<file path="src/sv/owef_pkg.sv">
package owef_pkg;

   localparam int QUEUE_DEPTH = 16;
   localparam int PTR_W       = (QUEUE_DEPTH > 1) ? $clog2(QUEUE_DEPTH) : 1;
   localparam int CNT_W       = $clog2(QUEUE_DEPTH + 1);
   localparam int QCOUNT_W    = 5;
   localparam int DROP_W      = 16;

   localparam logic [1:0] OP_PUSH  = 2'd0;
   localparam logic [1:0] OP_POP   = 2'd1;
   localparam logic [1:0] OP_PEEK  = 2'd2;
   localparam logic [1:0] OP_CLEAR = 2'd3;

   typedef struct packed {
      logic [1:0]  func;
      logic [15:0] code_in;
      logic [7:0]  severity_in;
      logic [31:0] data_in;
      logic [31:0] time_in;
   } req_type;

   typedef struct packed {
      logic                found;
      logic [31:0]         time_out;
      logic [15:0]         code_out;
      logic [7:0]          severity_out;
      logic [31:0]         data_out;
      logic                overwrote;
      logic [QCOUNT_W-1:0] queue_count;
      logic [DROP_W-1:0]   dropped_total;
   } rsp_type;

   typedef struct packed {
      logic [31:0] stamp;
      logic [15:0] code;
      logic [7:0]  sev;
      logic [31:0] data;
   } entry_type;

   localparam int ENTRY_W = $bits(entry_type);

   typedef struct packed {
      logic             wr_en;
      logic [PTR_W-1:0] wr_addr;
      logic             rd_en;
      logic [PTR_W-1:0] rd_addr;
   } ram_cmd_type;

   typedef struct packed {
      logic                found;
      logic                overwrote;
      logic [QCOUNT_W-1:0] queue_count;
      logic [DROP_W-1:0]   dropped_total;
   } status_type;

endpackage

</file>
<file path="src/sv/owef_ram.sv">
module owef_ram #(
   parameter int WIDTH = 8,
   parameter int DEPTH = 16,
   parameter int AW    = (DEPTH > 1) ? $clog2(DEPTH) : 1
) (
   input  logic             clock,
   input  logic             wr_en,
   input  logic [AW-1:0]    wr_addr,
   input  logic [WIDTH-1:0] wr_data,
   input  logic             rd_en,
   input  logic [AW-1:0]    rd_addr,
   output logic [WIDTH-1:0] rd_data
);

   logic [WIDTH-1:0] mem [DEPTH];
   logic [WIDTH-1:0] rd_data_ff;

   always_ff @(posedge clock) begin
      if (wr_en) begin
         mem[wr_addr] <= wr_data;
      end
   end

   always_ff @(posedge clock) begin
      if (rd_en) begin
         rd_data_ff <= mem[rd_addr];
      end
   end

   assign rd_data = rd_data_ff;

endmodule

</file>
<file path="src/sv/owef_ctrl.sv">
module owef_ctrl (
   input  logic                  clock,
   input  logic                  reset,
   input  logic                  accept,
   input  logic [1:0]            func,
   output owef_pkg::ram_cmd_type ram_cmd,
   output owef_pkg::status_type  status
);

   localparam logic [owef_pkg::PTR_W-1:0] LAST_PTR =
      owef_pkg::PTR_W'(owef_pkg::QUEUE_DEPTH - 1);
   localparam logic [owef_pkg::CNT_W-1:0] FULL_CNT =
      owef_pkg::CNT_W'(owef_pkg::QUEUE_DEPTH);

   logic [owef_pkg::PTR_W-1:0]  wp_ff, wp_in, rp_ff, rp_in;
   logic [owef_pkg::CNT_W-1:0]  cnt_ff, cnt_in;
   logic [owef_pkg::DROP_W-1:0] drop_ff, drop_in;
   logic                        full, empty;
   logic [owef_pkg::PTR_W-1:0]  wp_next, rp_next;

   assign full    = (cnt_ff == FULL_CNT);
   assign empty   = (cnt_ff == '0);
   assign wp_next = (wp_ff == LAST_PTR) ? '0 : wp_ff + 1'b1;
   assign rp_next = (rp_ff == LAST_PTR) ? '0 : rp_ff + 1'b1;

   always_comb begin
      wp_in            = wp_ff;
      rp_in            = rp_ff;
      cnt_in           = cnt_ff;
      drop_in          = drop_ff;
      ram_cmd.wr_en    = 1'b0;
      ram_cmd.wr_addr  = wp_ff;
      ram_cmd.rd_en    = 1'b0;
      ram_cmd.rd_addr  = rp_ff;
      status.found     = 1'b0;
      status.overwrote = 1'b0;
      if (accept) begin
         unique case (func)
            owef_pkg::OP_PUSH: begin
               ram_cmd.wr_en = 1'b1;
               wp_in         = wp_next;
               if (full) begin
                  // drop the oldest entry, count stays at full
                  rp_in            = rp_next;
                  drop_in          = drop_ff + 1'b1;
                  status.overwrote = 1'b1;
               end else begin
                  cnt_in = cnt_ff + 1'b1;
               end
            end
            owef_pkg::OP_POP: begin
               if (!empty) begin
                  ram_cmd.rd_en = 1'b1;
                  status.found  = 1'b1;
                  rp_in         = rp_next;
                  cnt_in        = cnt_ff - 1'b1;
               end
            end
            owef_pkg::OP_PEEK: begin
               if (!empty) begin
                  ram_cmd.rd_en = 1'b1;
                  status.found  = 1'b1;
               end
            end
            owef_pkg::OP_CLEAR: begin
               wp_in  = '0;
               rp_in  = '0;
               cnt_in = '0;
            end
            default: begin
               wp_in = wp_ff;
            end
         endcase
      end
      status.queue_count   = owef_pkg::QCOUNT_W'(cnt_in);
      status.dropped_total = drop_in;
   end

   always_ff @(posedge clock) begin
      if (reset) begin
         wp_ff   <= '0;
         rp_ff   <= '0;
         cnt_ff  <= '0;
         drop_ff <= '0;
      end else begin
         wp_ff   <= wp_in;
         rp_ff   <= rp_in;
         cnt_ff  <= cnt_in;
         drop_ff <= drop_in;
      end
   end

endmodule

</file>
<file path="src/sv/overwrite_oldest_event_fifo_top.sv">
// Channel  Direction  Handshake             Payload
// req      in         req_valid/req_ready   owef_pkg::req_type req_data
// rsp      out        rsp_valid/rsp_ready   owef_pkg::rsp_type rsp_data
//
// One transaction per cycle sustained while rsp_ready stays high; each result
// passes through the entry-memory read register and then the output register.
// Pointers, count and dropped counter update at accept, so back-to-back
// operations see each other without forwarding. Synchronous reset empties the
// queue and clears the dropped counter; entry memory is not cleared.
// A stalled rsp channel backs up through the read stage into req_ready.
module overwrite_oldest_event_fifo_top (
   input  logic              clock,
   input  logic              reset,
   input  logic              req_valid,
   output logic              req_ready,
   input  owef_pkg::req_type req_data,
   output logic              rsp_valid,
   input  logic              rsp_ready,
   output owef_pkg::rsp_type rsp_data
);

   owef_pkg::ram_cmd_type     ram_cmd;
   owef_pkg::status_type      status;
   owef_pkg::status_type      s1_status_ff;
   logic                      s1_valid_ff, s1_valid_in;
   logic                      rsp_valid_ff, rsp_valid_in;
   owef_pkg::rsp_type         rsp_data_ff;
   owef_pkg::entry_type       wr_entry, rd_entry;
   logic [owef_pkg::ENTRY_W-1:0] rd_raw;
   logic                      accept, rsp_free, s1_move;

   assign rsp_free  = !rsp_valid_ff || rsp_ready;
   assign s1_move   = s1_valid_ff && rsp_free;
   assign req_ready = !s1_valid_ff || rsp_free;
   assign accept    = req_valid && req_ready;

   owef_ctrl u_ctrl (
      .clock   (clock),
      .reset   (reset),
      .accept  (accept),
      .func    (req_data.func),
      .ram_cmd (ram_cmd),
      .status  (status)
   );

   assign wr_entry.stamp = req_data.time_in;
   assign wr_entry.code  = req_data.code_in;
   assign wr_entry.sev   = req_data.severity_in;
   assign wr_entry.data  = req_data.data_in;

   owef_ram #(
      .WIDTH (owef_pkg::ENTRY_W),
      .DEPTH (owef_pkg::QUEUE_DEPTH),
      .AW    (owef_pkg::PTR_W)
   ) u_ram (
      .clock   (clock),
      .wr_en   (ram_cmd.wr_en),
      .wr_addr (ram_cmd.wr_addr),
      .wr_data (wr_entry),
      .rd_en   (ram_cmd.rd_en),
      .rd_addr (ram_cmd.rd_addr),
      .rd_data (rd_raw)
   );

   assign rd_entry = owef_pkg::entry_type'(rd_raw);

   assign s1_valid_in  = accept || (s1_valid_ff && !rsp_free);
   assign rsp_valid_in = s1_move || (rsp_valid_ff && !rsp_ready);

   always_ff @(posedge clock) begin
      if (reset) begin
         s1_valid_ff  <= 1'b0;
         rsp_valid_ff <= 1'b0;
      end else begin
         s1_valid_ff  <= s1_valid_in;
         rsp_valid_ff <= rsp_valid_in;
      end
   end

   // hold the status beside the pending memory read
   always_ff @(posedge clock) begin
      if (accept) begin
         s1_status_ff <= status;
      end
   end

   always_ff @(posedge clock) begin
      if (s1_move) begin
         rsp_data_ff.found         <= s1_status_ff.found;
         rsp_data_ff.time_out      <= s1_status_ff.found ? rd_entry.stamp : '0;
         rsp_data_ff.code_out      <= s1_status_ff.found ? rd_entry.code  : '0;
         rsp_data_ff.severity_out  <= s1_status_ff.found ? rd_entry.sev   : '0;
         rsp_data_ff.data_out      <= s1_status_ff.found ? rd_entry.data  : '0;
         rsp_data_ff.overwrote     <= s1_status_ff.overwrote;
         rsp_data_ff.queue_count   <= s1_status_ff.queue_count;
         rsp_data_ff.dropped_total <= s1_status_ff.dropped_total;
      end
   end

   assign rsp_valid = rsp_valid_ff;
   assign rsp_data  = rsp_data_ff;

endmodule

</file>
<file path="config.mk">
export PLATFORM = sky130hd
export DESIGN_NAME = overwrite_oldest_event_fifo_top
export DESIGN_NICKNAME = d
export VERILOG_FILES = /design/src/sv/owef_pkg.sv /design/src/sv/owef_ram.sv /design/src/sv/owef_ctrl.sv /design/src/sv/overwrite_oldest_event_fifo_top.sv
export SDC_FILE = /design/constraint.sdc
export NUM_CORES = 1
export LEC_CHECK = 0
export BUFFER_PORTS_ARGS = -buffer_cell sky130_fd_sc_hd__buf_2
export CORE_ASPECT_RATIO = 0.6
export CORE_UTILIZATION = 50
export CTS_CLUSTER_SIZE = 10
export DETAILED_ROUTE_END_ITERATION = 10
export PLACE_DENSITY = 0.66
export SETUP_SLACK_MARGIN = 0.02
export SYNTH_ARGS = -nofsm -noshare
export SYNTH_HDL_FRONTEND = slang
export SYNTH_HIERARCHICAL = 1
export SYNTH_SLANG_ARGS = --single-unit
</file>
<file path="constraint.sdc">
create_clock -name clock -period 19.25 [get_ports clock]
set_clock_uncertainty 0.1 [all_clocks]
set_input_delay 0.9625 -clock clock [delete_from_list [all_inputs] [get_ports clock]]
set_output_delay 0.9625 -clock clock [all_outputs]
set_load 0.01 [all_outputs]
</file>
* Word level (Yosys, flattened, before mapping)
Memory sizes are Yosys's and may differ from the RTL's. A register that Yosys moved wholly into a read port is not among the register bits.
Cells that the tools add are included.
** Storage, ports and cells
- Logic and storage cells :: 72
- Output and inout port bits :: 113
- Register bits :: 165
- Memories :: 1
- RAM bits :: 1408
** Memories
- u_ram.mem :: words 16, width 88, rd ports 1, clocked after memory_dff 1, wr ports 1, RTL line owef_ram.sv:15 : logic [WIDTH-1:0] mem [DEPTH];
** Cells by class
- Equality and inequality tests :: 8
- Add/subtract/negate cells :: 5
- Muxes and demuxes :: 21
- Reductions and logical operators :: 19
** Operators by type and width (count)
- $mux W16 :: 3
- $add A16 B1 Y16 const B :: 1
- $mux W4 :: 4
- $mux W5 :: 3
- $pmux W5 S3 :: 1
- $pmux W4 S3 :: 1
- $add A4 B1 Y4 const B :: 2
- $eq A4 B4 Y1 const B :: 2
- $mux W1 :: 8
- $pmux W4 S2 :: 1
- $add A5 B1 Y5 const B :: 1
- $eq A5 B5 Y1 const B :: 1
- $logic_not A5 Y1 :: 1
- $sub A5 B1 Y5 const B :: 1
- $eq A2 B2 Y1 const B :: 2
- $logic_and A1 B1 Y1 :: 4
- $logic_not A1 Y1 :: 4
- $logic_or A1 B1 Y1 :: 4
- $reduce_and A4 Y1 :: 1
- $reduce_bool A3 Y1 :: 1
- $eq A2 B1 Y1 const B :: 1
- $logic_not A2 Y1 :: 1
- $ne A2 B1 Y1 const B :: 1
- $ne A2 B2 Y1 const B :: 1
- other kinds (3) :: 3

* Depth between registers and ports, before layout
Gate-level depths: netlist (run 1).
- Depth after elaboration :: 7
- Depth in mapped cells :: 7

* Hierarchy
The synthesis (run 1) kept the hierarchy.
** By module, submodules not included
- owef_ram :: times used 1, seq. area each 44923.1 um^2, area an instance 55235.5 um^2, cells each 2256
- overwrite_oldest_event_fifo_top :: times used 1, seq. area each 4063.9 um^2, area an instance 4718.3 um^2, cells each 241
- owef_ctrl :: times used 1, seq. area each 580.6 um^2, area an instance 1871.8 um^2, cells each 223

* Worst setup path after synthesis (run 1)
Ideal clock, no wire load.
- Path kind :: input -> register
- Start point :: input rsp_ready
- End point :: memory u_ram/mem[0][0] in the netlist's numbering (enable)
- Slack :: 9.760 ns
- Buffers on the path :: 0
- Stages :: 6
- Data arrival time :: 8.748 ns
- Setup time :: 0.642 ns
- Cell sequence :: nand3b_1 > and2_1 > nand2_1 > inv_1 > or3b_1 > nor3_1
** RTL lines
- start: declaration :: RTL line overwrite_oldest_event_fifo_top.sv:18 : input logic rsp_ready,
- end: declaration :: RTL line owef_ram.sv:15

==> results.yml, run 1 <==
floorplan:
  num_rows: 99
  die_x_um: 456.0
  start_util_pct: 50.62
  core_area_mm2: 0.1221
  die_area_mm2: 0.1251
  die_h_um: 274.4
  io_pins: 207
global_routing:
  grt_max_degree: 119
  grt_pass1_vias: 29880
  grt_usage_pct: 22.19
  grt_pass1_wl_mm: 201.7
  grt.overflow.total: 0
  antenna_found_initial: 17
setup_path:
  required_ns: 19.56
  path_max_fanout: 33
  critPathKind: "reg -> reg"
  worst_ep_arrival_time_ns: 4.87
  worstReg2RegStart: "s1_valid_ff$_SDFF_PP0_"
  crit_start: "s1_valid_ff$_SDFF_PP0_"
  crit_path_end_kind: "flop"
  cp-start-kind: "flop"
logic_synthesis:
  synth_top_area_share_pct: 79.17
  yosys_register_bits: 1661
  synthCells: 2720
  ys_async_sr_fraction_pct: 0
  yosys_warnings: 6
  ys_top_cells_by_area: "edfxtp_1 (79%), mux4_2 (13%), a22oi_1 (2.1%), and2_1 (1.0%), dfxtp_1 (1.0%)"
  ys_seq_area_share_pct: 80.17
  synth_fp_nets: 2823
  synth_edf_count: 1630
  syn_area_mm2: 0.06183
  yosysUniqueCellTypes: 52
  syn_avg_cell_area_um2: 22.73
  synth_ff_type: "edfxtp_1"
  yosys.area.top_type: "edfxtp_1"
  yosys-top-cells-count: "edfxtp_1 (1630), mux4_2 (352), a22oi_1 (176)"
  yosysMostFrequentCell: "edfxtp_1"
detailed_routing:
  first_pass_iters: 7
  routedWlPerCell_um: 29.25
  totalWireLength_mm: 136.8
  drt-vias-per-instance: 6.177
  drc: 0
  detail_route.iter0.violations: 3024
  vias: 28890
  final_antenna_net_count: 0
pwr:
  ir_worst_vdd_mv: 0.08321
  finalPower_mw: 7.278
  power.density_mw_per_mm2: 104.5
  leakagePower_nw: 21.80
placement:
  place_ws_ns: 13.96
  placed_area_mm2: 0.06475
  place.gp.congestion: 0.7848
  portBuffers: 206
  post-dp-hpwl_mm: 72.80
  dpl.cell_count: 4459
clock_network:
  cts_resized: 0
  path_clk_slew_ns: 0.06
  htreeDepth: 4
  ctsHoldBuffers: 0
  cts_max_path_buffers: 3
  tritoncts: "built"
  insertion_delay_ns: 0.79
  cts_setup_buffers: 0
  clock_sinks: 1661
  clockRootBuffer: "clkbuf_16"
  numCtsBuffers: 184
timing:
  rsz0062_at_grt: "no"
  timing.setup.tns_ns: 0
  period_minus_slack_ns: 4.553
  finalWorstSetupSlack_ns: 14.70
  hold_viol_final: 0
  setup_violations: 0
  fmax_ghz: 0.2197
  drv_slew: 0
  min_period_over_period_pct: 23.65
  slew_headroom_pct: 20.84
  worst_pin_slew_ns: 1.187
cells_and_area:
  final_cells: 4677
  layout-drive-gt1-share_pct: 27.91
  syn2layout_area_growth_pct: 12.68
  nets: 3132
  final_area_mm2: 0.06967
outcome:
  outcome: "finished, final reports clean"
worst_hold_path:
  worstHoldStart: "s1_status_ff[10]$_DFFE_PP_"
  worstHoldPathType: "reg -> reg"
job:
  maxCapViolCount: 0
-- critical path, stage by stage, from the launching register on --
cell and delay [ns]:
dfxtp_1 0.32, nand3b_1 0.14, and2_1 0.15, buf_4 0.35, nand2_1 0.26, inv_1 0.27, nand3b_1 0.32, nor2_4 0.94
buf_4 0.63, buf_4 0.60
-- per-layer routing --
| metal | wire (um) | part of all wire [%] | up-vias | GRT usage (%) |
|---|---|---|---|---|
| met5 | 75 | 0.055 | - | 0 |
| met4 | 2388 | 1.7 | 12 | 6.218 |
| met3 | 10870 | 7.9 | 210 | 3.951 |
| met2 | 64490 | 47 | 1303 | 34.22 |
| met1 | 58990 | 43 | 15390 | 32.90 |
| li1 | - | - | 11970 | - |
-- area by class of cell --
cell class / instances / area (um^2)
inverter: 14 / 52.55
tap: 1616 / 2022
clock buffer: 198 / 4700
clock inverter: 15 / 207.7
multi-input combinational: 907 / 11630
timing repair buffer: 261 / 1469
sequential: 1661 / 49580
antenna: 5 / 12.51
fill: 8741 / 52470
-- registers in the layout, indices dropped and copies added (netlist names) --
signal and flops:
s1_valid_ff 1, u_ctrl/drop_ff 16, u_ram/mem 1408, u_ctrl/wp_ff 4, u_ctrl/rp_ff 4, rsp_data 111, u_ctrl/cnt_ff 5, rsp_valid 1
s1_status_ff 23, u_ram/rd_data 88
-- worst paths after layout --
path                                                    to  slack, ns  cells past startpoint
worst min register to register      rsp_data[10]$_DFFE_PP_       0.32                      0
worst min-delay path                rsp_data[10]$_DFFE_PP_       0.32                      0
worst max-delay path            u_ram/mem[9][62]$_DFFE_PP_      14.70                      9
worst max register to register  u_ram/mem[9][62]$_DFFE_PP_      14.70                      9
-- kinds of logic (layout without fill, tap and decap cells) --
group                    Yosys count  after routing  synth area share, %
AO/OA/AOI/OAI                    218            218                2.568
AND/OR/NAND/NOR                  309            309                2.708
multiplexers                     358            358                12.93
XOR/XNOR                          13             13               0.1842
adder cells (fa/ha/maj)            9              9               0.1821
flip-flops                      1661           1661                80.17
buffers and inverters            152            488                1.253
other                              0              5                    0
-- through the flow --
step,hold WS (ns),util [%]
after floorplan,0.3003,-
after global placement,0.3092,53.01
after detailed placement,0.3045,53.01
after CTS,0.2785,57.03
after global routing,0.2996,57.04
final,0.3198,57.04
-- cells in the final DEF (no fill, tap or decap), drive strengths merged, types with 7 or more instances in the layout --
master,synthesis,layout
nand3,12,12
nor4,8,8
nor2,27,27
dfxtp,31,31
edfxtp,1630,1630
o21ai,10,10
mux4,352,352
inv,14,21
and2,103,103
xnor2,7,7
nand2b,7,7
ha,9,9
a21oi,14,14
clkbuf,52,198
nand2,102,102
a22oi,176,176
nor2b,9,9
buf,86,261
clkinv,0,8
nor3,7,7
-- power by group --
part	switching [mW]	internal, mW	leakage [nW]
Combinational	0.149	0.107	4.39
Sequential	0.0121	4.00	15.0
Clock	1.30	1.71	2.40
Total	1.46	5.82	21.8
Power figures use the tool's default switching activity.
==> run 2: changes to the inputs <==
Settings changed: PLACE_DENSITY 0.66 to 0.69.
Clock period 19.25 ns to 4 ns, I/O delays scaled along.
==> results.yml, run 2 (synthesis gave the netlist of run 1 again) <==
clock_network:
  path_clk_slew_ns: 0.06
  tritoncts: "built"
  ctsHoldBuffers: 95
  clockRootBuffer: "clkbuf_16"
  cts_setup_buffers: 0
  insertion_delay_ns: 0.79
  cts_resized: 0
  htreeDepth: 4
  clock_sinks: 1661
  numCtsBuffers: 184
  cts_max_path_buffers: 3
pwr:
  seqPwrFrac_pct: 55.0
  leakagePower_nw: 22.32
  switching_share_pct: 19.94
  finalPower_mw: 35.13
  ir_worst_vdd_mv: 0.4580
  pwr-share-comb_pct: 3.7
  pwr-share-clk_pct: 41.3
  power.internal_mw: 28.13
  p_switching_mw: 7.004
  power.density_mw_per_mm2: 494.1
cells_and_area:
  nets: 3233
  syn2layout_area_growth_pct: 15.00
  largest_reg_flops: 1408
  fill_cells: 8519
  layout-drive-gt1-share_pct: 27.23
  regMostFlops: "u_ram/mem"
  mostFrequentLayoutCell: "edfxtp_1"
  n_antenna_cell: 0
  final_cell_mix: "edfxtp_1 (1630), mux4_2 (352), buf_2 (206)"
  final_cells: 4782
setup_path:
  r2r-end: "u_ram/mem[0][84]$_DFFE_PP_"
  path_max_fanout: 88
  ff2ff_path_depth: 7
  required_ns: 4.31
  worstReg2RegStart: "s1_valid_ff$_SDFF_PP0_"
  worst_ep_arrival_time_ns: 3.26
  regToRegSetupSlack_ns: 1.05
  critPathKind: "reg -> reg"
  cp-start-kind: "flop"
  crit_path_end_kind: "flop"
timing:
  drv_slew: 0
  min_period_over_period_pct: 73.74
  slew_headroom_pct: 35.49
  setup_violations: 0
  fmax_ghz: 0.3391
  rsz0062_at_grt: "no"
  period_minus_slack_ns: 2.949
  worst_pin_slew_ns: 0.9676
  hold_viol_final: 0
placement:
  place.gp.congestion: 0.7482
  portBuffers: 206
  post-dp-hpwl_mm: 63.18
  dpl.cell_count: 4465
job:
  maxCapViolCount: 0
worst_hold_path:
  holdPathStages: 2
  whs_endpoint: "u_ram/mem[14][84]$_DFFE_PP_"
  worstHoldStart: "req_data[28]"
  worstHoldPathType: "in -> reg"
global_routing:
  use_met1_pct: 29.80
  grt_use_met3_pct: 3.274
  grt_usage_pct: 21.06
  grt_pass1_vias: 30350
  grt.overflow.total: 0
  grt_max_degree: 90
  antenna_found_initial: 3
  busiest_layer: "met2"
  grt_pass1_wl_mm: 193.7
  gr-usage-met2_pct: 34.26
floorplan:
  die_area_mm2: 0.1251
  die_x_um: 456.0
  io_pins: 207
  core_area_mm2: 0.1221
  start_util_pct: 50.62
  die_h_um: 274.4
  num_rows: 99
detailed_routing:
  drc: 0
  vias: 28790
  first_pass_iters: 6
  totalWireLength_mm: 129.4
  drt-vias-per-instance: 6.019
  routedWlPerCell_um: 27.06
  final_antenna_net_count: 0
  detail_route.iter0.violations: 3142
outcome:
  outcome: "finished, final reports clean"
==> run 2: cell types whose count changed in the layout (fill, tap and decap cells not counted), moves of 2 or more <==
cell           previous run  this run
nor3_2                    4         0
buf_12                    2        32
dlygate4sd3_1             0        95
nor3_4                    0         4
diode_2                   5         0
clkinv_1                  0         4
clkbuf_1                 12        19
clkinv_2                  2         0
buf_4                    53        29
==> run 2: per-layer routing <==
layer	vias to the layer above	part of all wire [%]
met1	15270	42
met3	197	6.6
met5	-	0.013
met4	2	1.8
li1	12170	-
met2	1144	49
==> run 2: critical path: stages, from the launching register on <==
cell and delay [ns]:
dfxtp_1 0.32, nand3b_1 0.12, and2_4 0.42, nand2_4 0.14
inv_4 0.13, or3b_4 0.46, nor3_4 0.24, buf_12 0.57
==> run 2: power groups by stage <==
stage / combinational [mW] / sequential, mW / clock, mW
final: 1.32 / 19.3 / 14.5
after global routing: 1.43 / 19.3 / 15.5
after CTS: 1.34 / 19.3 / 14.8
after detailed placement: 1.25 / 19.7 / 0
after global placement: 1.20 / 19.7 / 0
after floorplan: 0.768 / 19.7 / 0
==> run 2: worst max path at each step <==
stage	from	to	slack (ns)	depth (start not counted)
2_1_floorplan	rsp_valid$_SDFF_PP0_	u_ram/mem[0][0]$_DFFE_PP_	-0.20	6
6_report	s1_valid_ff$_SDFF_PP0_	u_ram/mem[0][84]$_DFFE_PP_	1.05	7
3_5_place_dp	s1_valid_ff$_SDFF_PP0_	u_ram/mem[0][81]$_DFFE_PP_	1.07	7
4_1_cts	s1_valid_ff$_SDFF_PP0_	u_ram/mem[0][84]$_DFFE_PP_	1.05	7
3_3_place_gp	s1_valid_ff$_SDFF_PP0_	u_ram/mem[0][84]$_DFFE_PP_	1.13	7
5_1_grt	s1_valid_ff$_SDFF_PP0_	u_ram/mem[0][87]$_DFFE_PP_	0.92	7
==> run 2: area by class of cell <==
class	count	area (um^2)	area share [%]
clock buffer	205	4726	6.646
clock inverter	17	216.5	0.3044
inverter	14	55.05	0.07743
multi-input combinational	907	11670	16.41
sequential	1661	49580	69.73
tap	1616	2022	2.844
timing repair buffer	362	2840	3.995
==> run 2: through the flow <==
step / hold WS, ns / setup TNS, ns / util, % / worst slack (ns) / cell area [um^2]
4_1_cts: 0.1892 / 0 / 58.22 / 1.054 / 71100
6_report: 0.2448 / 0 / 58.22 / 1.051 / 71100
5_1_grt: 0.2389 / 0 / 58.22 / 0.9233 / 71100
3_5_place_dp: 0.3054 / 0 / 53.39 / 1.066 / 65210
2_1_floorplan: 0.1617 / -116.97 / - / -0.2021 / 61950
3_3_place_gp: 0.3060 / 0 / 53.39 / 1.131 / 65210
